[config.mk]
export PLATFORM = sky130hd
export DESIGN_NAME = gn2d_front
export DESIGN_NICKNAME = d
export VERILOG_FILES = /design/src/sv/gn2d_pkg.sv /design/src/sv/gn2d_front.sv
export SDC_FILE = /design/constraint.sdc
export NUM_CORES = 2
export LEC_CHECK = 0
export BUFFER_PORTS_ARGS = -buffer_cell sky130_fd_sc_hd__buf_2
export CAP_MARGIN = 5
export CORE_MARGIN = 3
export CORE_UTILIZATION = 42
export CTS_CLUSTER_DIAMETER = 100
export DETAILED_ROUTE_END_ITERATION = 8
export GPL_TIMING_DRIVEN = 0
export HOLD_SLACK_MARGIN = 0.1
export PLACE_DENSITY = 0.69
export REMOVE_ABC_BUFFERS = 1
export SYNTH_ARGS = -nofsm -noshare
export SYNTH_HDL_FRONTEND = slang
export SYNTH_SLANG_ARGS = --single-unit
[constraint.sdc]
create_clock -name clock -period 7.1 [get_ports clock]
set_input_delay 1.42 -clock clock [delete_from_list [all_inputs] [get_ports clock]]
set_output_delay 1.42 -clock clock [all_outputs]
set_load 0.1 [all_outputs]
[src/sv/gn2d_pkg.sv]
package gn2d_pkg;

   localparam int TableSize    = 5;
   localparam int NumGradients = 5;
   localparam int GradWidth    = 13;
   localparam int CoordWidth   = 32;
   localparam int FracBits     = 12;
   localparam int CellWidth    = CoordWidth - FracBits;
   localparam int OneFx        = 1 << FracBits;
   localparam int XStride      = 12;
   localparam int YStride      = 14;

   localparam int CellIdxWidth = $clog2(TableSize + 1);
   localparam int GradIdxWidth = $clog2(TableSize);

   // biased cell is always non-negative and keeps its residue modulo TableSize
   localparam int BiasedWidth  = CellWidth + 1;
   localparam int CellBias     = TableSize * ((2 ** (CellWidth - 1) + TableSize - 1) / TableSize);
   localparam int RecipShift   = BiasedWidth + 4;
   localparam int RecipMul     = (2 ** RecipShift + TableSize - 1) / TableSize;
   localparam int ProdWidth    = BiasedWidth + RecipShift;

   localparam int TWidth       = FracBits + 1;
   localparam int WeightWidth  = FracBits + 2;
   localparam int DeltaWidth   = FracBits + 2;
   localparam int DotWidth     = FracBits + 3;
   localparam int TermWidth    = FracBits + 4;
   localparam int SumWidth     = TermWidth + 2;

   localparam int CsrAddrWidth = $clog2(4 * NumGradients);
   localparam int CsrIdxWidth  = CsrAddrWidth - 2;
   localparam int CsrDataWidth = 32;

   localparam int GradResetVal [NumGradients] = '{3686, -1638, 2457, -2048, 1228};

   typedef logic [GradWidth-1:0] grad_type;
   typedef grad_type [NumGradients-1:0] grad_tab_type;

   typedef struct packed {
      logic                          valid;
      logic signed [GradWidth-1:0]   gx0;
      logic signed [GradWidth-1:0]   gx1;
      logic signed [GradWidth-1:0]   gy0;
      logic signed [GradWidth-1:0]   gy1;
      logic [FracBits-1:0]           fx;
      logic [FracBits-1:0]           fy;
      logic [WeightWidth-1:0]        wx0;
      logic [WeightWidth-1:0]        wx1;
      logic [WeightWidth-1:0]        wy0;
      logic [WeightWidth-1:0]        wy1;
   } lattice_type;

   // gradient slot for a wrapped cell (0..TableSize) and a lattice stride
   function automatic logic [GradIdxWidth-1:0] grad_index(input logic [CellIdxWidth-1:0] lat_idx,
                                                          input int stride);
      logic [GradIdxWidth-1:0] idx;
      idx = '0;
      for (int i = 0; i <= TableSize; i++) begin
         if (int'(lat_idx) == i) begin
            idx = GradIdxWidth'((i * stride) % TableSize);
         end
      end
      return idx;
   endfunction

   // slots past the register file read as zero
   function automatic logic signed [GradWidth-1:0] grad_pick(input grad_tab_type tab,
                                                             input logic [GradIdxWidth-1:0] idx);
      logic signed [GradWidth-1:0] g;
      g = '0;
      for (int i = 0; i < NumGradients; i++) begin
         if (int'(idx) == i) begin
            g = $signed(tab[i]);
         end
      end
      return g;
   endfunction

endpackage

[src/sv/gn2d_front.sv]
module gn2d_front (
   input  logic                                  clock,
   input  logic                                  reset,
   input  logic                                  in_valid,
   output logic                                  in_ready,
   input  logic [gn2d_pkg::CoordWidth-1:0]       coord_x,
   input  logic [gn2d_pkg::CoordWidth-1:0]       coord_y,
   input  gn2d_pkg::grad_tab_type                grad_tab,
   output gn2d_pkg::lattice_type                 out_word,
   input  logic                                  out_ready
);

   localparam int TW = gn2d_pkg::TWidth;
   localparam int BW = gn2d_pkg::BiasedWidth;
   localparam int FB = gn2d_pkg::FracBits;
   localparam int CW = gn2d_pkg::CellIdxWidth;
   localparam int SW = gn2d_pkg::WeightWidth + 1;

   function automatic logic [TW-1:0] frac_mul(input logic [TW-1:0] a, input logic [TW-1:0] b);
      logic [2*TW-1:0] p;
      p = a * b;
      return p[FB +: TW];
   endfunction

   // stage 1: biased cells and fractions
   logic                 s1_valid_ff;
   logic [BW-1:0]        s1_vx_ff, s1_vy_ff, s1_vx_in, s1_vy_in;
   logic [FB-1:0]        s1_fx_ff, s1_fy_ff;

   // stage 2: reciprocal quotients and squared fade inputs
   logic                 s2_valid_ff;
   logic [BW-1:0]        s2_vx_ff, s2_vy_ff, s2_qx_ff, s2_qy_ff, s2_qx_in, s2_qy_in;
   logic [FB-1:0]        s2_fx_ff, s2_fy_ff;
   logic [3:0][TW-1:0]   s2_t_ff, s2_t2_ff, s2_t_in, s2_t2_in;
   logic [gn2d_pkg::ProdWidth-1:0] prod_x, prod_y;

   // stage 3: wrapped cells and cubed fade inputs
   logic                 s3_valid_ff;
   logic [CW-1:0]        s3_cx_ff, s3_cy_ff, s3_cx_in, s3_cy_in;
   logic [FB-1:0]        s3_fx_ff, s3_fy_ff;
   logic [3:0][TW-1:0]   s3_t2_ff, s3_t3_ff, s3_t3_in;
   logic [BW-1:0]        diff_x, diff_y;

   // stage 4: fade weights and gradients
   gn2d_pkg::lattice_type s4_ff, s4_in;
   logic [CW-1:0]         cx1, cy1;
   logic [3:0][SW-1:0]    fade;

   logic en1, en2, en3, en4;

   assign en4      = !s4_ff.valid || out_ready;
   assign en3      = !s3_valid_ff || en4;
   assign en2      = !s2_valid_ff || en3;
   assign en1      = !s1_valid_ff || en2;
   assign in_ready = en1;
   assign out_word = s4_ff;

   always_comb begin
      s1_vx_in = {{(BW - gn2d_pkg::CellWidth){coord_x[gn2d_pkg::CoordWidth-1]}},
                  coord_x[gn2d_pkg::CoordWidth-1:FB]} + BW'(gn2d_pkg::CellBias);
      s1_vy_in = {{(BW - gn2d_pkg::CellWidth){coord_y[gn2d_pkg::CoordWidth-1]}},
                  coord_y[gn2d_pkg::CoordWidth-1:FB]} + BW'(gn2d_pkg::CellBias);
   end

   always_comb begin
      prod_x   = gn2d_pkg::ProdWidth'(s1_vx_ff) * gn2d_pkg::ProdWidth'(gn2d_pkg::RecipMul);
      prod_y   = gn2d_pkg::ProdWidth'(s1_vy_ff) * gn2d_pkg::ProdWidth'(gn2d_pkg::RecipMul);
      s2_qx_in = prod_x[gn2d_pkg::RecipShift +: BW];
      s2_qy_in = prod_y[gn2d_pkg::RecipShift +: BW];
      s2_t_in[0] = TW'(gn2d_pkg::OneFx) - {1'b0, s1_fx_ff};
      s2_t_in[1] = {1'b0, s1_fx_ff};
      s2_t_in[2] = TW'(gn2d_pkg::OneFx) - {1'b0, s1_fy_ff};
      s2_t_in[3] = {1'b0, s1_fy_ff};
      for (int i = 0; i < 4; i++) begin
         s2_t2_in[i] = frac_mul(s2_t_in[i], s2_t_in[i]);
      end
   end

   always_comb begin
      diff_x   = s2_vx_ff - BW'(s2_qx_ff * gn2d_pkg::TableSize);
      diff_y   = s2_vy_ff - BW'(s2_qy_ff * gn2d_pkg::TableSize);
      s3_cx_in = diff_x[CW-1:0];
      s3_cy_in = diff_y[CW-1:0];
      for (int i = 0; i < 4; i++) begin
         s3_t3_in[i] = frac_mul(s2_t_ff[i], s2_t2_ff[i]);
      end
   end

   always_comb begin
      // fade = 3*t^2 - 2*t^3
      for (int i = 0; i < 4; i++) begin
         fade[i] = (SW'(s3_t2_ff[i]) << 1) + SW'(s3_t2_ff[i]) - (SW'(s3_t3_ff[i]) << 1);
      end
      cx1         = s3_cx_ff + CW'(1);
      cy1         = s3_cy_ff + CW'(1);
      s4_in.valid = s3_valid_ff;
      s4_in.gx0   = gn2d_pkg::grad_pick(grad_tab,
                       gn2d_pkg::grad_index(s3_cx_ff, gn2d_pkg::XStride));
      s4_in.gx1   = gn2d_pkg::grad_pick(grad_tab, gn2d_pkg::grad_index(cx1, gn2d_pkg::XStride));
      s4_in.gy0   = gn2d_pkg::grad_pick(grad_tab,
                       gn2d_pkg::grad_index(s3_cy_ff, gn2d_pkg::YStride));
      s4_in.gy1   = gn2d_pkg::grad_pick(grad_tab, gn2d_pkg::grad_index(cy1, gn2d_pkg::YStride));
      s4_in.fx    = s3_fx_ff;
      s4_in.fy    = s3_fy_ff;
      s4_in.wx0   = fade[0][gn2d_pkg::WeightWidth-1:0];
      s4_in.wx1   = fade[1][gn2d_pkg::WeightWidth-1:0];
      s4_in.wy0   = fade[2][gn2d_pkg::WeightWidth-1:0];
      s4_in.wy1   = fade[3][gn2d_pkg::WeightWidth-1:0];
   end

   always_ff @(posedge clock) begin
      if (reset) begin
         s1_valid_ff <= 1'b0;
         s2_valid_ff <= 1'b0;
         s3_valid_ff <= 1'b0;
         s4_ff.valid <= 1'b0;
      end else begin
         if (en1) s1_valid_ff <= in_valid;
         if (en2) s2_valid_ff <= s1_valid_ff;
         if (en3) s3_valid_ff <= s2_valid_ff;
         if (en4) s4_ff.valid <= s4_in.valid;
      end
      if (en1) begin
         s1_vx_ff <= s1_vx_in;
         s1_vy_ff <= s1_vy_in;
         s1_fx_ff <= coord_x[FB-1:0];
         s1_fy_ff <= coord_y[FB-1:0];
      end
      if (en2) begin
         s2_vx_ff <= s1_vx_ff;
         s2_vy_ff <= s1_vy_ff;
         s2_qx_ff <= s2_qx_in;
         s2_qy_ff <= s2_qy_in;
         s2_fx_ff <= s1_fx_ff;
         s2_fy_ff <= s1_fy_ff;
         s2_t_ff  <= s2_t_in;
         s2_t2_ff <= s2_t2_in;
      end
      if (en3) begin
         s3_cx_ff <= s3_cx_in;
         s3_cy_ff <= s3_cy_in;
         s3_fx_ff <= s2_fx_ff;
         s3_fy_ff <= s2_fy_ff;
         s3_t2_ff <= s2_t2_ff;
         s3_t3_ff <= s3_t3_in;
      end
      if (en4) begin
         s4_ff.gx0 <= s4_in.gx0;
         s4_ff.gx1 <= s4_in.gx1;
         s4_ff.gy0 <= s4_in.gy0;
         s4_ff.gy1 <= s4_in.gy1;
         s4_ff.fx  <= s4_in.fx;
         s4_ff.fy  <= s4_in.fy;
         s4_ff.wx0 <= s4_in.wx0;
         s4_ff.wx1 <= s4_in.wx1;
         s4_ff.wy0 <= s4_in.wy0;
         s4_ff.wy1 <= s4_in.wy1;
      end
   end

endmodule

* Word-level counts from Yosys, hierarchy flattened
Index checks and enable logic that the tools add are counted.
Storage, ports and cells: register bits after elaboration 478, bits in latches 0, RAM bits 0, ROM bits 0, output and inout bits 134, memories 0
Operators by class: $add $sub $neg 16, multipliers 12, divide/modulo/power cells 0, $lt $le $gt $ge 0, equal/unequal tests 36, shift operators 0, muxes and demuxes 40, bitwise gates (word level) 0, reductions and logical operators 12
Operators with widths (number):
- 13-bit 2-to-1 mux | 20
- 13-bit by 13-bit multiplier with 25-bit output | 4
- 12-bit by 12-bit multiplier with 24-bit output | 4
- 21-bit by 23-bit multiplier with 44-bit output, second input constant | 2
- 3-bit equality test, second input constant | 28
- 14-bit subtractor | 4
- 3-bit 2-to-1 mux | 18
- 21-bit by 20-bit adder with 21-bit output, second input constant | 2
- 19-bit by 3-bit multiplier with 3-bit output, second input constant | 2
- 13-bit by 12-bit adder with 14-bit output | 2
- 14-bit by 13-bit adder with 14-bit output | 2
- 13-bit by 12-bit subtractor with 13-bit output, first input constant | 2
- 3-bit by 2-bit equality test with 1-bit output, second input constant | 8
- 3-bit zero test | 4
- 3-bit by 1-bit adder with 3-bit output, second input constant | 2
- 3-bit subtractor | 2
- 1-bit zero test | 4
- 1-bit logical OR | 4
- 2-bit 2-to-1 mux | 2

* Depth between registers and ports, before layout
word-level depth 13, depth in mapped cells 29, gate-level depth less buffers 27

* Least setup slack after synthesis
OpenSTA, ideal clock, no wires.
path kind register to register, start register s1_fy_ff[0], end register s2_t2_ff[38] in the netlist's numbering, data pin, setup time 260 ps, arrival time 6718 ps, path slack 123 ps, cell stages (with the launch flop) 26, period minus slack after synthesis 6977 ps, cells stage by stage edfxtp_1 clkbuf_1 inv_1 clkbuf_1 ha_1 nand3_1 or3_1 xnor2_1 inv_1 nand2_1 fa_1 fa_1 inv_1 fa_1 fa_1 inv_1 fa_1 inv_1 ha_1 a211oi_1 o211ai_1 a31oi_1 o311ai_0 a31o_2 a21oi_1 xnor2_1
RTL lines:
- from (decl) | line gn2d_front.sv:28 | logic [FB-1:0] s1_fx_ff, s1_fy_ff;
- from (signal assigned) | line gn2d_front.sv:127 | s1_fy_ff <= coord_y[FB-1:0];
- to (signal assigned) | line gn2d_front.sv:137 | s2_t2_ff <= s2_t2_in;
- to (decl) | line gn2d_front.sv:34 | logic [3:0][TW-1:0] s2_t_ff, s2_t2_ff, s2_t_in, s2_t2_in;

==> flow_metrics.tcl <==
set metrics [dict create \
    reg2reg_from "s1_fy_ff[1]$_DFFE_PP_" \
    vias 41968 \
    worstPathMaxFanout 7 \
    fin_crit_ns 6.85 \
    grt-ovfl-total 0 \
    hold_class "flip-flop to flip-flop" \
    hold_viol 0 \
    nets 8330 \
    area_growth_pct 9.87 \
    timing.rr.end "s2_t2_ff[32]$_DFFE_PP_" \
    h-tree-depth 2 \
    layout-drive-gt1-share_pct 8.20 \
    max_freq_ghz 0.146 \
    clkSlewWorstSetupHoldPaths_ns 0.06 \
    slew_headroom_pct 11.8 \
    async_flop_share_pct 0 \
    drt_wl_total_mm 144 \
    fp.dieW_microns 391 \
    ys.warnings.count 0 \
    grt_pass1_wl_mm 236 \
    netlist_area_sq_um 62400 \
    route.detailed.drc 0 \
    clock-root-buffer "clkbuf_16" \
    reg2regPathDepth 25 \
    fin_area_sq_um 68600 \
    mostFrequentLayoutCell "inv_1" \
    cts_made_buffers 57 \
    crit_path_start "s1_fy_ff[1]$_DFFE_PP_" \
    grt_antenna_before_repair 9 \
    wire_per_inst_microns 17.2 \
    drtPass1Iterations 8 \
    final_cell_mix "inv_1 (1551), fa_1 (1046), ha_1 (755), nand2_1 (652), edfxtp_1 (438)" \
    synth-edff-count 438 \
    status "complete, no violations" \
    setup_tns_ns 0 \
    viasPerCell 5.02 \
    maxCapViolations 0 \
    place_area_sq_um 65800 \
    grt_max_degree 94 \
    die_area_sq_um 153000 \
    ys_ff_latch 442 \
    end_kind "flip-flop" \
    skew_ns 0.0361 \
    yosysSeqAreaShare_pct 21.2 \
    hpwl_mm 114 \
    crit_required_ns 7.51 \
    clock-sinks 442 \
    gp_congestion 0.917 \
    portBuffers 266 \
    crit_path_end "s2_t2_ff[32]$_DFFE_PP_" \
    cts_buffer_depth 3 \
    cts_tree "yes" \
    insertion_delay_ns 0.66 \
    period_share_pct 96.4 \
    whs_ns 0.417 \
    synthDistinctLibCells 83 \
    syn_avg_cell_area_sq_um 10.1 \
    die_h_microns 391 \
    worstMarginPinSlew_ns 1.32 \
    grt_use_total_pct 19.3 \
    initial_core_util_pct 42.6 \
    placeableCoreArea_sq_um 147000 \
    ys_dominant_reg_cell "edfxtp_1" \
    row_count 140 \
    crit_type "flip-flop to flip-flop" \
    synthCells 6150 \
    setup_violations 0 \
    drtAntennaViolNets 0 \
    drt_iter0_drc 2347 \
    final_util_pct 46.8 \
    critPathLaunchType "flip-flop" \
    r2r_slack_ns 0.25 \
    nFillCells 13357 \
    grt_pass1_vias 45774 \
    cp_data_arrival_time_ns 7.26 \
    io_pins 267 \
    finalMaxSlewViolations 0 \
]
## worst min-delay path by stage
stage | start | endpoint | slack, ns | depth (start not counted)
final | s3_fy_ff[11]$_DFFE_PP_ | out_word[67]$_DFFE_PP_ | 0.42 | 0
after floorplan | s3_fy_ff[0]$_DFFE_PP_ | out_word[56]$_DFFE_PP_ | 0.40 | 0
after global placement | s3_fx_ff[6]$_DFFE_PP_ | out_word[74]$_DFFE_PP_ | 0.40 | 0
after global routing | s3_fx_ff[10]$_DFFE_PP_ | out_word[78]$_DFFE_PP_ | 0.43 | 0
after CTS | s3_fx_ff[10]$_DFFE_PP_ | out_word[78]$_DFFE_PP_ | 0.42 | 0
after detailed placement | s3_fy_ff[7]$_DFFE_PP_ | out_word[63]$_DFFE_PP_ | 0.40 | 0
## area by class of cell
type / count / area (sq um) / area share (%)
flip-flops and latches: 442 / 13200 / 19.3
inverters: 1568 / 5920 / 8.64
diodes: 7 / 17.5 / 0.0255
well taps: 1917 / 2400 / 3.50
repair buffers: 337 / 2000 / 2.92
clock inverters: 46 / 454 / 0.662
multi-input cells: 3988 / 43100 / 62.8
clock buffers: 61 / 1460 / 2.13
## worst max-delay path: stages (launching register included)
cell	delay, ns
edfxtp_1	0.50
inv_4	0.16
ha_2	0.26
nand3_2	0.20
or3_1	0.45
xnor2_4	0.29
clkinvlp_4	0.23
nand2_1	0.16
fa_1	0.45
fa_1	0.52
inv_1	0.06
fa_1	0.49
fa_1	0.56
inv_1	0.05
fa_1	0.47
inv_1	0.05
ha_1	0.20
a211oi_2	0.20
o211ai_1	0.22
a31oi_4	0.34
buf_4	0.18
o31ai_4	0.08
a21oi_1	0.17
nor2b_1	0.08
nor2_1	0.12
xnor2_1	0.08
## logic make-up after synthesis
| logic type | share of synthesized area [%] |
|---|---|
| fa+ha+maj | 48.7 |
| xor+xnor | 3.81 |
| buf+inv | 10.4 |
| simple gates | 10.4 |
| compound gates | 5.13 |
| other cells | 0.0120 |
| flops | 21.2 |
| mux | 0.263 |
## layer usage
layer,GRT usage (%),wire (microns)
met2,32.2,67100
met1,25.6,62000
met5,0,48
met3,3.79,10600
met4,5.54,3970
## state kept, by name, indices dropped and copies added, names as in the netlist, 12 cells and up
signal,cells
s2_t2_ff,50
s1_vy_ff,21
s1_fx_ff,12
s3_t2_ff,50
out_word,133
s1_vx_ff,21
s2_fx_ff,12
s3_fx_ff,12
s3_t3_ff,50
s3_fy_ff,12
s2_t_ff,36
s1_fy_ff,12
## Yosys cell counts (14+ instances only)
master    count  area share, %
a21o_1       54           0.65
nand2b_1     28           0.28
o21ai_0      99           0.79
nor2_1      243            1.5
nand4_1      19           0.19
a21oi_1     123           0.99
o21a_1       20           0.24
fa_1       1046             34
nor3_1       45           0.36
o21bai_1     18           0.22
a22oi_1      38           0.46
inv_1      1560            9.4
xor2_1       76            1.1
a31oi_1      14           0.14
nor2b_1      24           0.24
and2_1      283            2.8
ha_1        757             15
nand3_1      44           0.35
clkbuf_1    161           0.97
edfxtp_1    438             21
xnor2_1     192            2.7
o211ai_1     22           0.26
nand2_1     654            3.9
and3_1       21           0.21
## stage by stage
| stage | cells | setup WS [ns] |
|---|---|---|
| finish | 8366 | 0.253 |
| global route | 8361 | -0.0761 |
| CTS | 8321 | 0.00810 |
| detailed placement | 8193 | -1.32 |
| global placement | 8181 | -1.30 |
| floorplan | 5998 | 0.344 |
## timing repair
action / CTS / global route
endpoints found under the setup margin: 25 / 17
gates resized for setup: 25 / 33
hold buffers: 0 / 0
pin swaps: 3 / 10
setup buffers: 21 / 38
Power is not shown: default switching activity piles up to over one toggle a cycle in this logic, so the estimate is an artifact.
