$ cat src/sv/gn2d_pkg.sv
package gn2d_pkg;

   localparam int TableSize    = 5;
   localparam int NumGradients = 5;
   localparam int GradWidth    = 13;
   localparam int CoordWidth   = 32;
   localparam int FracBits     = 12;
   localparam int CellWidth    = CoordWidth - FracBits;
   localparam int OneFx        = 1 << FracBits;
   localparam int XStride      = 12;
   localparam int YStride      = 14;

   localparam int CellIdxWidth = $clog2(TableSize + 1);
   localparam int GradIdxWidth = $clog2(TableSize);

   // biased cell is always non-negative and keeps its residue modulo TableSize
   localparam int BiasedWidth  = CellWidth + 1;
   localparam int CellBias     = TableSize * ((2 ** (CellWidth - 1) + TableSize - 1) / TableSize);
   localparam int RecipShift   = BiasedWidth + 4;
   localparam int RecipMul     = (2 ** RecipShift + TableSize - 1) / TableSize;
   localparam int ProdWidth    = BiasedWidth + RecipShift;

   localparam int TWidth       = FracBits + 1;
   localparam int WeightWidth  = FracBits + 2;
   localparam int DeltaWidth   = FracBits + 2;
   localparam int DotWidth     = FracBits + 3;
   localparam int TermWidth    = FracBits + 4;
   localparam int SumWidth     = TermWidth + 2;

   localparam int CsrAddrWidth = $clog2(4 * NumGradients);
   localparam int CsrIdxWidth  = CsrAddrWidth - 2;
   localparam int CsrDataWidth = 32;

   localparam int GradResetVal [NumGradients] = '{3686, -1638, 2457, -2048, 1228};

   typedef logic [GradWidth-1:0] grad_type;
   typedef grad_type [NumGradients-1:0] grad_tab_type;

   typedef struct packed {
      logic                          valid;
      logic signed [GradWidth-1:0]   gx0;
      logic signed [GradWidth-1:0]   gx1;
      logic signed [GradWidth-1:0]   gy0;
      logic signed [GradWidth-1:0]   gy1;
      logic [FracBits-1:0]           fx;
      logic [FracBits-1:0]           fy;
      logic [WeightWidth-1:0]        wx0;
      logic [WeightWidth-1:0]        wx1;
      logic [WeightWidth-1:0]        wy0;
      logic [WeightWidth-1:0]        wy1;
   } lattice_type;

   // gradient slot for a wrapped cell (0..TableSize) and a lattice stride
   function automatic logic [GradIdxWidth-1:0] grad_index(input logic [CellIdxWidth-1:0] lat_idx,
                                                          input int stride);
      logic [GradIdxWidth-1:0] idx;
      idx = '0;
      for (int i = 0; i <= TableSize; i++) begin
         if (int'(lat_idx) == i) begin
            idx = GradIdxWidth'((i * stride) % TableSize);
         end
      end
      return idx;
   endfunction

   // slots past the register file read as zero
   function automatic logic signed [GradWidth-1:0] grad_pick(input grad_tab_type tab,
                                                             input logic [GradIdxWidth-1:0] idx);
      logic signed [GradWidth-1:0] g;
      g = '0;
      for (int i = 0; i < NumGradients; i++) begin
         if (int'(idx) == i) begin
            g = $signed(tab[i]);
         end
      end
      return g;
   endfunction

endpackage

$ cat src/sv/gn2d_csr.sv
module gn2d_csr (
   input  logic                                  clock,
   input  logic                                  reset,
   input  logic                                  csr_psel,
   input  logic                                  csr_penable,
   input  logic                                  csr_pwrite,
   input  logic [gn2d_pkg::CsrAddrWidth-1:0]     csr_paddr,
   input  logic [gn2d_pkg::CsrDataWidth-1:0]     csr_pwdata,
   output logic [gn2d_pkg::CsrDataWidth-1:0]     csr_prdata,
   output logic                                  csr_pready,
   output gn2d_pkg::grad_tab_type                grad_tab
);

   gn2d_pkg::grad_tab_type                grad_ff;
   gn2d_pkg::grad_tab_type                grad_in;
   logic [gn2d_pkg::CsrIdxWidth-1:0]      reg_idx;
   logic                                  wr_en;

   assign reg_idx    = csr_paddr[gn2d_pkg::CsrAddrWidth-1:2];
   assign wr_en      = csr_psel && csr_penable && csr_pwrite;
   assign csr_pready = 1'b1;
   assign grad_tab   = grad_ff;

   always_comb begin
      grad_in = grad_ff;
      for (int i = 0; i < gn2d_pkg::NumGradients; i++) begin
         if (wr_en && int'(reg_idx) == i) begin
            grad_in[i] = csr_pwdata[gn2d_pkg::GradWidth-1:0];
         end
      end
   end

   always_comb begin
      csr_prdata = '0;
      for (int i = 0; i < gn2d_pkg::NumGradients; i++) begin
         if (int'(reg_idx) == i) begin
            csr_prdata = {{(gn2d_pkg::CsrDataWidth - gn2d_pkg::GradWidth)
                           {grad_ff[i][gn2d_pkg::GradWidth-1]}}, grad_ff[i]};
         end
      end
   end

   always_ff @(posedge clock) begin
      if (reset) begin
         for (int i = 0; i < gn2d_pkg::NumGradients; i++) begin
            grad_ff[i] <= gn2d_pkg::GradWidth'(gn2d_pkg::GradResetVal[i]);
         end
      end else begin
         grad_ff <= grad_in;
      end
   end

endmodule

$ cat config.mk
export PLATFORM = sky130hd
export DESIGN_NAME = gn2d_csr
export DESIGN_NICKNAME = d
export VERILOG_FILES = /design/src/sv/gn2d_pkg.sv /design/src/sv/gn2d_csr.sv
export SDC_FILE = /design/constraint.sdc
export NUM_CORES = 1
export LEC_CHECK = 0
export BUFFER_PORTS_ARGS = -buffer_cell sky130_fd_sc_hd__buf_2
export CORE_MARGIN = 1.5
export CORE_UTILIZATION = 30
export DETAILED_ROUTE_END_ITERATION = 8
export SYNTH_ARGS = -nofsm -noshare
export SYNTH_HDL_FRONTEND = slang
export SYNTH_SLANG_ARGS = --single-unit
$ cat constraint.sdc
create_clock -name clock -period 2.6 [get_ports clock]
set_input_delay 0.26 -clock clock [delete_from_list [all_inputs] [get_ports clock]]
set_output_delay 0.26 -clock clock [all_outputs]
set_load 0.01 [all_outputs]
# Word level (Yosys, flattened, before mapping)
# Index checks and enable logic that the tools add are counted.
[word_totals] inputBits=42 wordCells=22 output_inout_bits=98 register_bits=65
[classes] reduce_logical=8 mux=5 n_eq_ne=4
[op_table] cell="$mux 32" count=5
[op_table] cell="$eq 3x3->1 const B" count=3
[op_table] cell="$logic_and 1x1->1" count=7
[op_table] cell="$eq 3x2->1 const B" count=1
[op_table] cell="$logic_not 3->1" count=1

# Logic depth before layout (Yosys ltp)
# Gate-level depths: netlist (run 1).
[logic_depth] ltp_word=6 mapped_depth=6 mapped_depth_nobuf=3

# Worst setup path after synthesis (run 1)
# No wires, ideal clock.
[synth_timing] kind="input to output" from="input port csr_paddr[3] (netlist name)" to="output port csr_prdata[13] (netlist name)" t_required_ns=2.340 path_buffers=2 cell_stages=4 setup_slack_ns=0.411 t_arrival_ns=1.929 path_cell_list="buf_4 -> or2_2 -> o221ai_1 -> buf_4"
[synth_between] elab_chain_cells=6 elab_cells_between_ends=10 cone_classes="eq/ne (4); mux (5); reduce/logical (1)"
[synth_lines] element="from (decl)" line="gn2d_csr.sv:7" rtl="input logic [gn2d_pkg::CsrAddrWidth-1:0] csr_paddr,"
[synth_lines] element="$logic_not 3->1" line="gn2d_csr.sv:36" rtl="if (int'(reg_idx) == i) begin"
[synth_lines] element="$mux 32 (4 in a row)" line="gn2d_csr.sv:36"
[synth_lines] element="$mux 32 *" line="gn2d_csr.sv:36"
[synth_lines] element="to (decl)" line="gn2d_csr.sv:9" rtl="output logic [gn2d_pkg::CsrDataWidth-1:0] csr_prdata,"
# Every way passes the cells marked *; elsewhere a longest branch is shown, timed or not.

# Worst setup path after layout (run 1)
[layout_timing] from="input port csr_paddr[4] (netlist name)" to="output port csr_prdata[3] (netlist name)"
# Same word-level chain as after synthesis.

==> flow_summary.ini, run 1 <==
[outcome]
status = completed

[pwr]
comb_power_share_pct = 11.1
power_per_cell_area_nw_per_um2 = 534
clockPowerShare_pct = 42.5
power_switching_mw = 0.549
netSwitchingFraction_pct = 25.3
cell_internal_pwr_mw = 1.62
power.sequential.fraction_pct = 46.5
max_rail_drop_vdd_mv = 0.330
power.static_leakage_nw = 1.95

[final_layout]
layout.core_utilization_pct = 37.6
final_design_area_no_fill_sq_um = 4060
largest_register_ff_count = 65
layout-area-overhead-vs-synth_pct = 22.9
share_of_cells_above_drive_strength_1_pct = 34.0
diode_count = 0
nNetsFinal = 475

[die]
placement_rows = 38
core_area_sq_um = 10800
die_w_um = 108
die_area_sq_um = 11700
die_y_um = 108
io-pin-count = 140
initial_cell_density_of_the_core_pct = 30.6

[worst_setup_path]
worst-path-max-fanout = 21
setup.worst_path.end_class = output pin
timing.critical_path.slowest_cell_delay_ps = 350
timing_worst_setup_path_type = in2out
critPathLaunchType = primary input
crit_family = buffers and inverters
worst-path-buf-inv = 3
timing.critical_path.arrival_ps = 1700
crit_required_ps = 2340
critical_path.cell_chain = buf_2 -> nor2b_1 -> buf_4 -> a22oi_1 -> o221ai_1 -> buf_2
timing.critical_path.slowest_stage_cell = buf_2
cp_most_frequent_cell = buf_2

[placement]
port_buffers = 117
weighted_congestion_at_the_end_of_routability_driven_global_placement = 0.782
place.detailed.hpwl_mm = 6.94
placed_area_sq_um = 3850

[clocking]
cts_inserted_buffers = 9
clk_pin_slew_worst_paths_ps = 70
cts_max_path_buffers = 2
quantity_of_hold_fixing_buffers_added_after_cts = 0
cts.root.buffer_cell = clkbuf_8
h-tree-depth = 3
cts_tree = done
cts.repair.resized = 0
clkLatencyLatePin_ps = 340
post_cts_buffers = 0
cts.sink_count = 65

[synthesis]
synthesis.yosys.warnings = 0
synth_seq_area_share_pct = 39.4
synth_largest_type_area_fraction_pct = 39.4
library_cell_with_the_largest_summed_area_after_synthesis = dfxtp_1
mean_post_synth_cell_area_sq_um = 9.64
synth_seq_cells = 65
synthTopCellsByArea = dfxtp_1, mux2i_1, nand2b_1
ys_types = 28
synthesis.area_sq_um = 3310
postSynthNetCount = 385
synthesis.instances = 343

[timing]
period_share_pct = 75.6
tightestPinTransition_ps = 741
relative_slew_slack_pct = 50.6
maxClockFrequency_mhz = 509
grt_setup_unrepaired = false
final_setup_fails = 0
setup-tns-final_ps = 0
finalClockSkew_ps = 0
final_hold_viol_count = 0
final.min_clock_period_ps = 1960
slew_violations = 0

[drt]
totalWireLength_mm = 9.71
wl_per_cell_um = 16.8
vias = 2835
routed_via_density = 4.90
antenna_violating_nets_post_route = 0
detailedRoute.firstIterationViolations = 116
tritonroute_pass_1_iters = 4
remaining_drc_errors = 0

[global_route]
total_global_route_track_usage_pct = 16.8
grt_antenna_before_repair = 0
grt_pass1_wl_mm = 14.5
number_of_global_route_vias_before_repair = 2737
gr-total-overflow = 0
maximum_number_of_pins_on_one_net_before_global_route_repair = 37

[run]
cap_viol_max_count = 0

[hold_path]
hold_class = in2reg
-- power by group through the flow --
stage | Clock, mW | Sequential [mW] | Combinational [mW]
final | 0.921 | 1.01 | 0.240
after CTS | 0.941 | 1.01 | 0.242
after floorplan | 0 | 1.03 | 0.176
after detailed placement | 0 | 1.03 | 0.241
after global placement | 0 | 1.03 | 0.239
after global routing | 0.995 | 1.01 | 0.263
-- layer usage --
metal	wire (um)	GRT usage, %	vias to the layer above
li1	-	-	1340
met1	4160	19.9	1375
met2	4740	29.4	106
met3	710	5.30	14
met4	89	4.04	0
met5	0	0	-
-- cells by family (layout without fill, tap and decap cells) --
kind of cell | count (synthesis) | in the layout | synth area share (%)
buf+inv | 48 | 143 | 9.05
flops | 65 | 65 | 39.4
mux | 79 | 79 | 23.9
simple gates | 124 | 124 | 21.2
compound gates | 26 | 26 | 6.32
other cells | 1 | 1 | 0.113
-- cells in the final DEF (no fill, tap or decap) --
master / count
nand2_1: 2
nand2b_1: 51
nand4_2: 1
nand4b_1: 1
nand2_2: 1
and4b_1: 1
bufinv_16: 1
nor3b_2: 1
clkbuf_8: 12
o31a_1: 1
a22oi_1: 12
clkinv_2: 1
nand3b_1: 12
nand3b_2: 1
nor3_1: 1
conb_1: 1
o221ai_1: 12
clkinvlp_4: 2
or3_1: 2
or2_2: 1
nor3_2: 1
nor2b_1: 3
and2_1: 3
nor2_1: 42
dfxtp_1: 65
buf_2: 117
mux2i_1: 79
buf_4: 10
o21ai_0: 1
-- worst paths after layout --
path                  startpoint  slack [ps]       endpoint  cells past startpoint
setup / recovery    csr_paddr[4]         640  csr_prdata[3]                      6
hold / removal    csr_pwdata[11]         180   grad_tab[63]                      3
hold reg to reg     grad_tab[13]         490   grad_tab[13]                      2
setup reg to reg     grad_tab[3]        1930    grad_tab[3]                      2
-- cells in the mapped netlist --
master / instances
a22oi_1: 12
and2_1: 3
and4b_1: 1
buf_2: 10
buf_4: 24
buf_6: 2
clkbuf_1: 11
clkbuf_2: 1
conb_1: 1
dfxtp_1: 65
mux2i_1: 79
nand2_1: 2
nand2_2: 1
nand2b_1: 51
nand3b_1: 12
nand3b_2: 1
nand4_2: 1
nand4b_1: 1
nor2_1: 42
nor2b_1: 3
nor3_1: 1
nor3_2: 1
nor3b_1: 1
o21ai_0: 1
o221ai_1: 12
o31a_1: 1
or2_2: 1
or3_1: 2
-- stage by stage --
stage | setup WS [ps] | cells | hold slack [ps] | power (mW)
final | 635 | 578 | 179 | 2.17
after global routing | 560 | 578 | 174 | 2.27
after CTS | 643 | 578 | 169 | 2.19
after detailed placement | 636 | 562 | 485 | 1.27
after global placement | 624 | 562 | 475 | 1.27
after floorplan | 411 | 343 | 415 | 1.21
-- layout make-up --
cell class / instances / area, sq um
clock buffer: 12 / 165
clock inverter: 4 / 50.0
fill: 1079 / 6730
multi-input combinational: 230 / 1710
sequential: 65 / 1300
tap: 140 / 175
timing repair buffer: 127 / 661
-- worst register-to-register path, stage by stage, from the launching register on --
cell,delay (ps)
dfxtp_1,390
nand2b_1,80
mux2i_1,130
Note: power is estimated with default switching activity, not from simulation.
==> run 2, diff against run 1 <==
--- a/config.mk
+++ b/config.mk
@@ -5,6 +5,7 @@
 export SDC_FILE = /design/constraint.sdc
 export NUM_CORES = 1
 export LEC_CHECK = 0
+export ABC_AREA = 1
 export BUFFER_PORTS_ARGS = -buffer_cell sky130_fd_sc_hd__buf_2
 export CORE_MARGIN = 1.5
 export CORE_UTILIZATION = 30
==> constraint.sdc (replaced) <==
create_clock -name clock -period 2 [get_ports clock]
set_input_delay 0.2 -clock clock [delete_from_list [all_inputs] [get_ports clock]]
set_output_delay 0.2 -clock clock [all_outputs]
set_load 0.01 [all_outputs]
==> run 2 against run 1 <==
  * Clock skew is the same
  * Sequential share of layout area grew 1.4 points
  * Synthesized cell count grew 37%
  * Wire length shrank 0.77%
  * First-iteration DRC count grew 74%
  * Count of clock-buffer cells in the layout shrank 3
  * Die area shrank 4.6%
  * Flip-flop and latch count is the same
  * Critical path type unchanged
  * Largest cell class unchanged
  * Largest power group is now the clock network
  * Highest routed layer unchanged
==> flow_summary.ini, run 2 <==
[outcome]
status = completed

[placement]
pre_cts_slack_ps = 163
port_buffers = 117
place.detailed.hpwl_mm = 7.08
weighted_congestion_at_the_end_of_routability_driven_global_placement = 0.882

[worst_setup_path]
worst-path-max-fanout = 20
cp_most_frequent_cell = buf_2
r2r_setup_slack_ps = 1320
critPathLaunchType = primary input
crit-reg2reg-capture = grad_tab[42]
timing.critical_path.slowest_cell_delay_ps = 350
crit_required_ps = 1800
reg2reg_depth = 2
critical_path.cell_chain = buf_2 -> nor2_4 -> nand2_2 -> inv_1 -> nand2_1 -> nand3_1 -> buf_2
setup.worst_path.end_class = output pin
timing_worst_setup_path_type = in2out
timing.critical_path.arrival_ps = 1620
crit-reg2reg-launch = grad_tab[42]
worst-path-buf-inv = 3
crit_family = simple AND/OR/NAND/NOR gates
timing.critical_path.slowest_stage_cell = nand3_1

[clocking]
quantity_of_hold_fixing_buffers_added_after_cts = 0
clkLatencyLatePin_ps = 340
cts_tree = done
cts.sink_count = 65
cts.repair.resized = 0
post_cts_buffers = 0
h-tree-depth = 3
cts_inserted_buffers = 9
cts.root.buffer_cell = clkbuf_8
cts_max_path_buffers = 2
clk_pin_slew_worst_paths_ps = 80

[synthesis]
mean_post_synth_cell_area_sq_um = 6.71
synth.cells.most_frequent = nand2_1, nor2_1, dfxtp_1
multiplexer_fraction_of_the_synthesized_cell_area_pct = 0
ys_types = 19
synthesis.yosys.warnings = 0
synthMostInstantiatedCell = nand2_1
synth_seq_cells = 65
synthesis.area_sq_um = 3150
postSynthNetCount = 511
synthesis.instances = 469
synth_seq_area_share_pct = 41.3
synth-edff-count = 0
library_cell_with_the_largest_summed_area_after_synthesis = dfxtp_1
synth_largest_type_area_fraction_pct = 41.3
synth-adder-area-share_pct = 0
combinational_family_with_the_most_area_after_synthesis = simple AND/OR/NAND/NOR gates
synth-compound-area-share_pct = 3.97
post_synth_xor_area_fraction_pct = 0
async_reset_ff_share_pct = 0
synthTopCellsByArea = dfxtp_1, nand2_1, nor2_1
synth_simple_gate_area_share_pct = 40.6
yosys_most_used_dff = dfxtp_1

[global_route]
grt_antenna_before_repair = 0
number_of_global_route_vias_before_repair = 2860
grt_pass1_wl_mm = 15.0
total_global_route_track_usage_pct = 17.2
maximum_number_of_pins_on_one_net_before_global_route_repair = 66
gr-total-overflow = 0

[timing]
final.min_clock_period_ps = 1820
tightestPinTransition_ps = 641
post-route-worst-setup-slack_ps = 176
period_share_pct = 91.2
grt_setup_unrepaired = false
finalClockSkew_ps = 0
maxClockFrequency_mhz = 548
slew_violations = 0
relative_slew_slack_pct = 57.3
setup-tns-final_ps = 0
final_hold_viol_count = 0
final_setup_fails = 0

[pwr]
max_rail_drop_vdd_mv = 0.315
power_per_cell_area_nw_per_um2 = 770
power.static_leakage_nw = 2.07

[drt]
routed_via_density = 4.58
detailedRoute.firstIterationViolations = 202
vias = 3204
antenna_violating_nets_post_route = 0
totalWireLength_mm = 9.63
wl_per_cell_um = 13.8
remaining_drc_errors = 0
tritonroute_pass_1_iters = 5

[hold_path]
whs_path_depth = 3
hold_class = in2reg
hold_start = csr_pwdata[4]
timing.hold.worst_endpoint = grad_tab[30]

[die]
die_y_um = 105
die_area_sq_um = 11100
io-pin-count = 140
core_area_sq_um = 10200
die_w_um = 105
initial_cell_density_of_the_core_pct = 30.8
placement_rows = 37

[final_layout]
largest_register_ff_count = 65
nNetsFinal = 601
share_of_cells_above_drive_strength_1_pct = 27.8
layout-area-overhead-vs-synth_pct = 23.7
diode_count = 0
highest_count_cells_in_the_layout_ignoring_fill_and_taps = nand2_1, buf_2, nor2_1, dfxtp_1, nand3_1
mostFrequentLayoutCell = nand2_1
n_fill_cell = 1081

[run]
cap_viol_max_count = 0
run 2: metrics by stage:
stage	cells	total power, mW	utilization [%]	cell area (sq um)	hold WS (ps)
floorplan	469	1.56	-	3150	326
global placement	684	1.65	35.7	3650	462
detailed placement	684	1.66	35.7	3650	466
CTS	700	3.02	38.1	3890	135
global route	700	3.11	38.1	3890	157
finish	700	3.00	38.1	3890	141
run 2: area by class of cell:
class / count / area [sq um] / share of cell area (%)
Multi-Input combinational cell: 325 / 1410 / 36.1
Inverter: 32 / 120 / 3.08
Tap cell: 136 / 170 / 4.37
Clock buffer: 9 / 124 / 3.18
Sequential cell: 65 / 1300 / 33.4
Timing Repair Buffer: 126 / 653 / 16.8
Clock inverter: 7 / 119 / 3.05
run 2: worst max-delay path by stage:
stage	slack, ps	start	depth (start not counted)	to
floorplan	320	csr_paddr[4]	8	csr_prdata[13]
global placement	240	csr_paddr[2]	7	csr_prdata[13]
detailed placement	160	csr_paddr[2]	7	csr_prdata[27]
CTS	170	csr_paddr[2]	7	csr_prdata[27]
global route	10	csr_paddr[2]	7	csr_prdata[29]
finish	180	csr_paddr[2]	7	csr_prdata[27]
run 2: worst min-delay path, delay by kind of cell:
| family | cells | cell delay [ps] |
|---|---|---|
| buffers and inverters | 1 | 130 |
| and+or+nand+nor | 2 | 120 |
run 2: logic make-up after synthesis:
family / after synthesis
simple gates: 299
buf+inv: 79
flops: 65
compound gates: 25
other cells: 1
run 2: routing by layer:
metal	GRT usage [%]	vias to the layer above	part of all wire [%]
met4	6.65	0	1.9
li1	-	1628	-
met2	26.6	110	45
met1	23.0	1449	46
met5	0	-	0
met3	4.08	17	7.2
run 2: power breakdown:
| group | internal, mW | switching [mW] | total, mW | leakage (nW) |
|---|---|---|---|---|
| sequential | 1.31 | 0.0144 | 1.32 | 0.526 |
| combinational | 0.101 | 0.202 | 0.302 | 1.43 |
| clock | 0.827 | 0.546 | 1.37 | 0.115 |
==> run 3, diff against run 2 <==
==> constraint.sdc (replaced) <==
create_clock -name clock -period 2.36 [get_ports clock]
set_input_delay 0.236 -clock clock [delete_from_list [all_inputs] [get_ports clock]]
set_output_delay 0.236 -clock clock [all_outputs]
set_load 0.01 [all_outputs]
==> run 3 against run 2 <==
  * Worst setup slack improved by 180 ps
  * Non-clock buffer count fell by 3
  * Clock skew did not move
  * Global-route usage fell by 0.28 points
  * First-iteration DRC count fell by 5.0%
  * Critical path depth did not move
  * Sequential power fell by 15%
  * Largest power group is now sequential cells
==> flow_summary.ini, run 3 (synthesis gave the netlist of run 2 again) <==
[outcome]
status = completed

[worst_setup_path]
worst-path-buf-inv = 3
crit-reg2reg-launch = grad_tab[3]
setup.worst_path.end_class = output pin
reg2reg_depth = 2
timing.critical_path.arrival_ps = 1770
timing.critical_path.slowest_cell_delay_ps = 360
crit_family = simple AND/OR/NAND/NOR gates
critPathLaunchType = primary input
timing_worst_setup_path_type = in2out
path_depth = 7
critical_path.cell_chain = buf_2 -> inv_1 -> nand3_2 -> nor2_1 -> nor2_1 -> nand3_1 -> buf_2
timing.critical_path.slowest_stage_cell = nand3_1
crit_required_ps = 2120
critPathLaunch = csr_paddr[2]
worst-path-max-fanout = 20

[drt]
remaining_drc_errors = 0
routed_via_density = 4.52
vias = 3148
tritonroute_pass_1_iters = 5
antenna_violating_nets_post_route = 0
totalWireLength_mm = 9.61
wl_per_cell_um = 13.8
detailedRoute.firstIterationViolations = 192

[clocking]
post_cts_buffers = 0
h-tree-depth = 3
cts_max_path_buffers = 2
cts.sink_count = 65
clkLatencyLatePin_ps = 340
cts_tree = done
cts.root.buffer_cell = clkbuf_8
clk_pin_slew_worst_paths_ps = 70
cts.repair.resized = 0
cts_inserted_buffers = 9
quantity_of_hold_fixing_buffers_added_after_cts = 0

[timing]
finalHoldWorstSlack_ps = 179
period_share_pct = 84.9
final_setup_fails = 0
slew_violations = 0
setup-tns-final_ps = 0
finalClockSkew_ps = 0
final.min_clock_period_ps = 2000
maxClockFrequency_mhz = 499
final_hold_viol_count = 0
post-route-worst-setup-slack_ps = 356
grt_setup_unrepaired = false
tightestPinTransition_ps = 641
relative_slew_slack_pct = 57.3

[pwr]
power.sequential.fraction_pct = 47.9
power.static_leakage_nw = 2.04
max_rail_drop_vdd_mv = 0.315
cell_internal_pwr_mw = 1.71
clockPowerShare_pct = 41.3
power_per_cell_area_nw_per_um2 = 613
power.total_mw = 2.34
power_switching_mw = 0.637
comb_power_share_pct = 10.8
netSwitchingFraction_pct = 27.2

[die]
die_w_um = 105
die_area_sq_um = 11100
die_y_um = 105
io-pin-count = 140
core_area_sq_um = 10200
initial_cell_density_of_the_core_pct = 30.8
placement_rows = 37

[placement]
place.detailed.hpwl_mm = 7.04
placedCellCount = 681
port_buffers = 117
weighted_congestion_at_the_end_of_routability_driven_global_placement = 0.894
pre_cts_slack_ps = 352

[global_route]
grt_antenna_before_repair = 0
gr-usage-met1_pct = 23.3
number_of_global_route_vias_before_repair = 2749
total_global_route_track_usage_pct = 16.9
groute.layer.met3.usage_pct = 3.53
gr-total-overflow = 0
global_route.usage.met2_pct = 25.2
maximum_number_of_pins_on_one_net_before_global_route_repair = 66
grt_pass1_wl_mm = 14.8
gr-max-usage-layer = met2

[final_layout]
layout-area-overhead-vs-synth_pct = 21.5
nNetsFinal = 598
highest_count_cells_in_the_layout_ignoring_fill_and_taps = nand2_1, buf_2, nor2_1, dfxtp_1, nand3_1
layout.cells.non_filler = 697
mostFrequentLayoutCell = nand2_1
diode_count = 0
largest_register_ff_count = 65
share_of_cells_above_drive_strength_1_pct = 27.3
n_fill_cell = 1104

[run]
cap_viol_max_count = 0

[hold_path]
whs_path_depth = 3
hold_start = csr_pwdata[4]
hold_class = in2reg
==> run 3: cell types whose count changed in the layout (fill, tap and decap cells not counted) <==
cell and change:
clkinv_4 -1, buf_4 -3, clkbuf_8 +1, bufinv_16 -2, clkinv_2 +1, clkbuf_1 +1
==> run 3: final cells by class <==
type                       instances  area [sq um]  share of cell area, %
multi-input combinational        325          1410                   36.8
sequential                        65          1300                   34.0
timing repair buffer             123           631                   16.5
tap                              136           170                   4.45
clock buffer                      11           141                   3.70
inverter                          32           120                   3.14
clock inverter                     5          55.1                   1.44
==> run 3: tightest hold or removal path, stage by stage <==
cell and delay (ps):
buf_2 130, nand2_1 60, nand3_1 70
==> run 3: routing by layer <==
metal	vias up	wire length (um)	part of all wire, %
li1	1616	-	-
met1	1424	4520	47
met2	96	4300	45
met3	12	616	6.4
met4	0	170	1.8
met5	-	0	0
==> run 3: power by group through the flow <==
| stage | clock network [mW] | registers, mW | logic (mW) |
|---|---|---|---|
| 6_report | 0.967 | 1.12 | 0.254 |
| 2_1_floorplan | 0 | 1.15 | 0.171 |
| 4_1_cts | 0.977 | 1.12 | 0.255 |
| 3_3_place_gp | 0 | 1.15 | 0.251 |
| 5_1_grt | 1.03 | 1.12 | 0.279 |
| 3_5_place_dp | 0 | 1.15 | 0.254 |
==> run 3: final timing paths <==
| path | slack (ps) | to |
|---|---|---|
| hold / removal | 180 | grad_tab[30] |
| hold reg to reg | 490 | grad_tab[62] |
| setup / recovery | 360 | csr_prdata[19] |
| setup reg to reg | 1690 | grad_tab[3] |
==> run 3: metrics by stage <==
| step | area [sq um] | utilization, % |
|---|---|---|
| after floorplan | 3150 | - |
| after global placement | 3630 | 35.5 |
| after detailed placement | 3630 | 35.5 |
| after CTS | 3830 | 37.4 |
| after global routing | 3830 | 37.4 |
| final | 3830 | 37.4 |
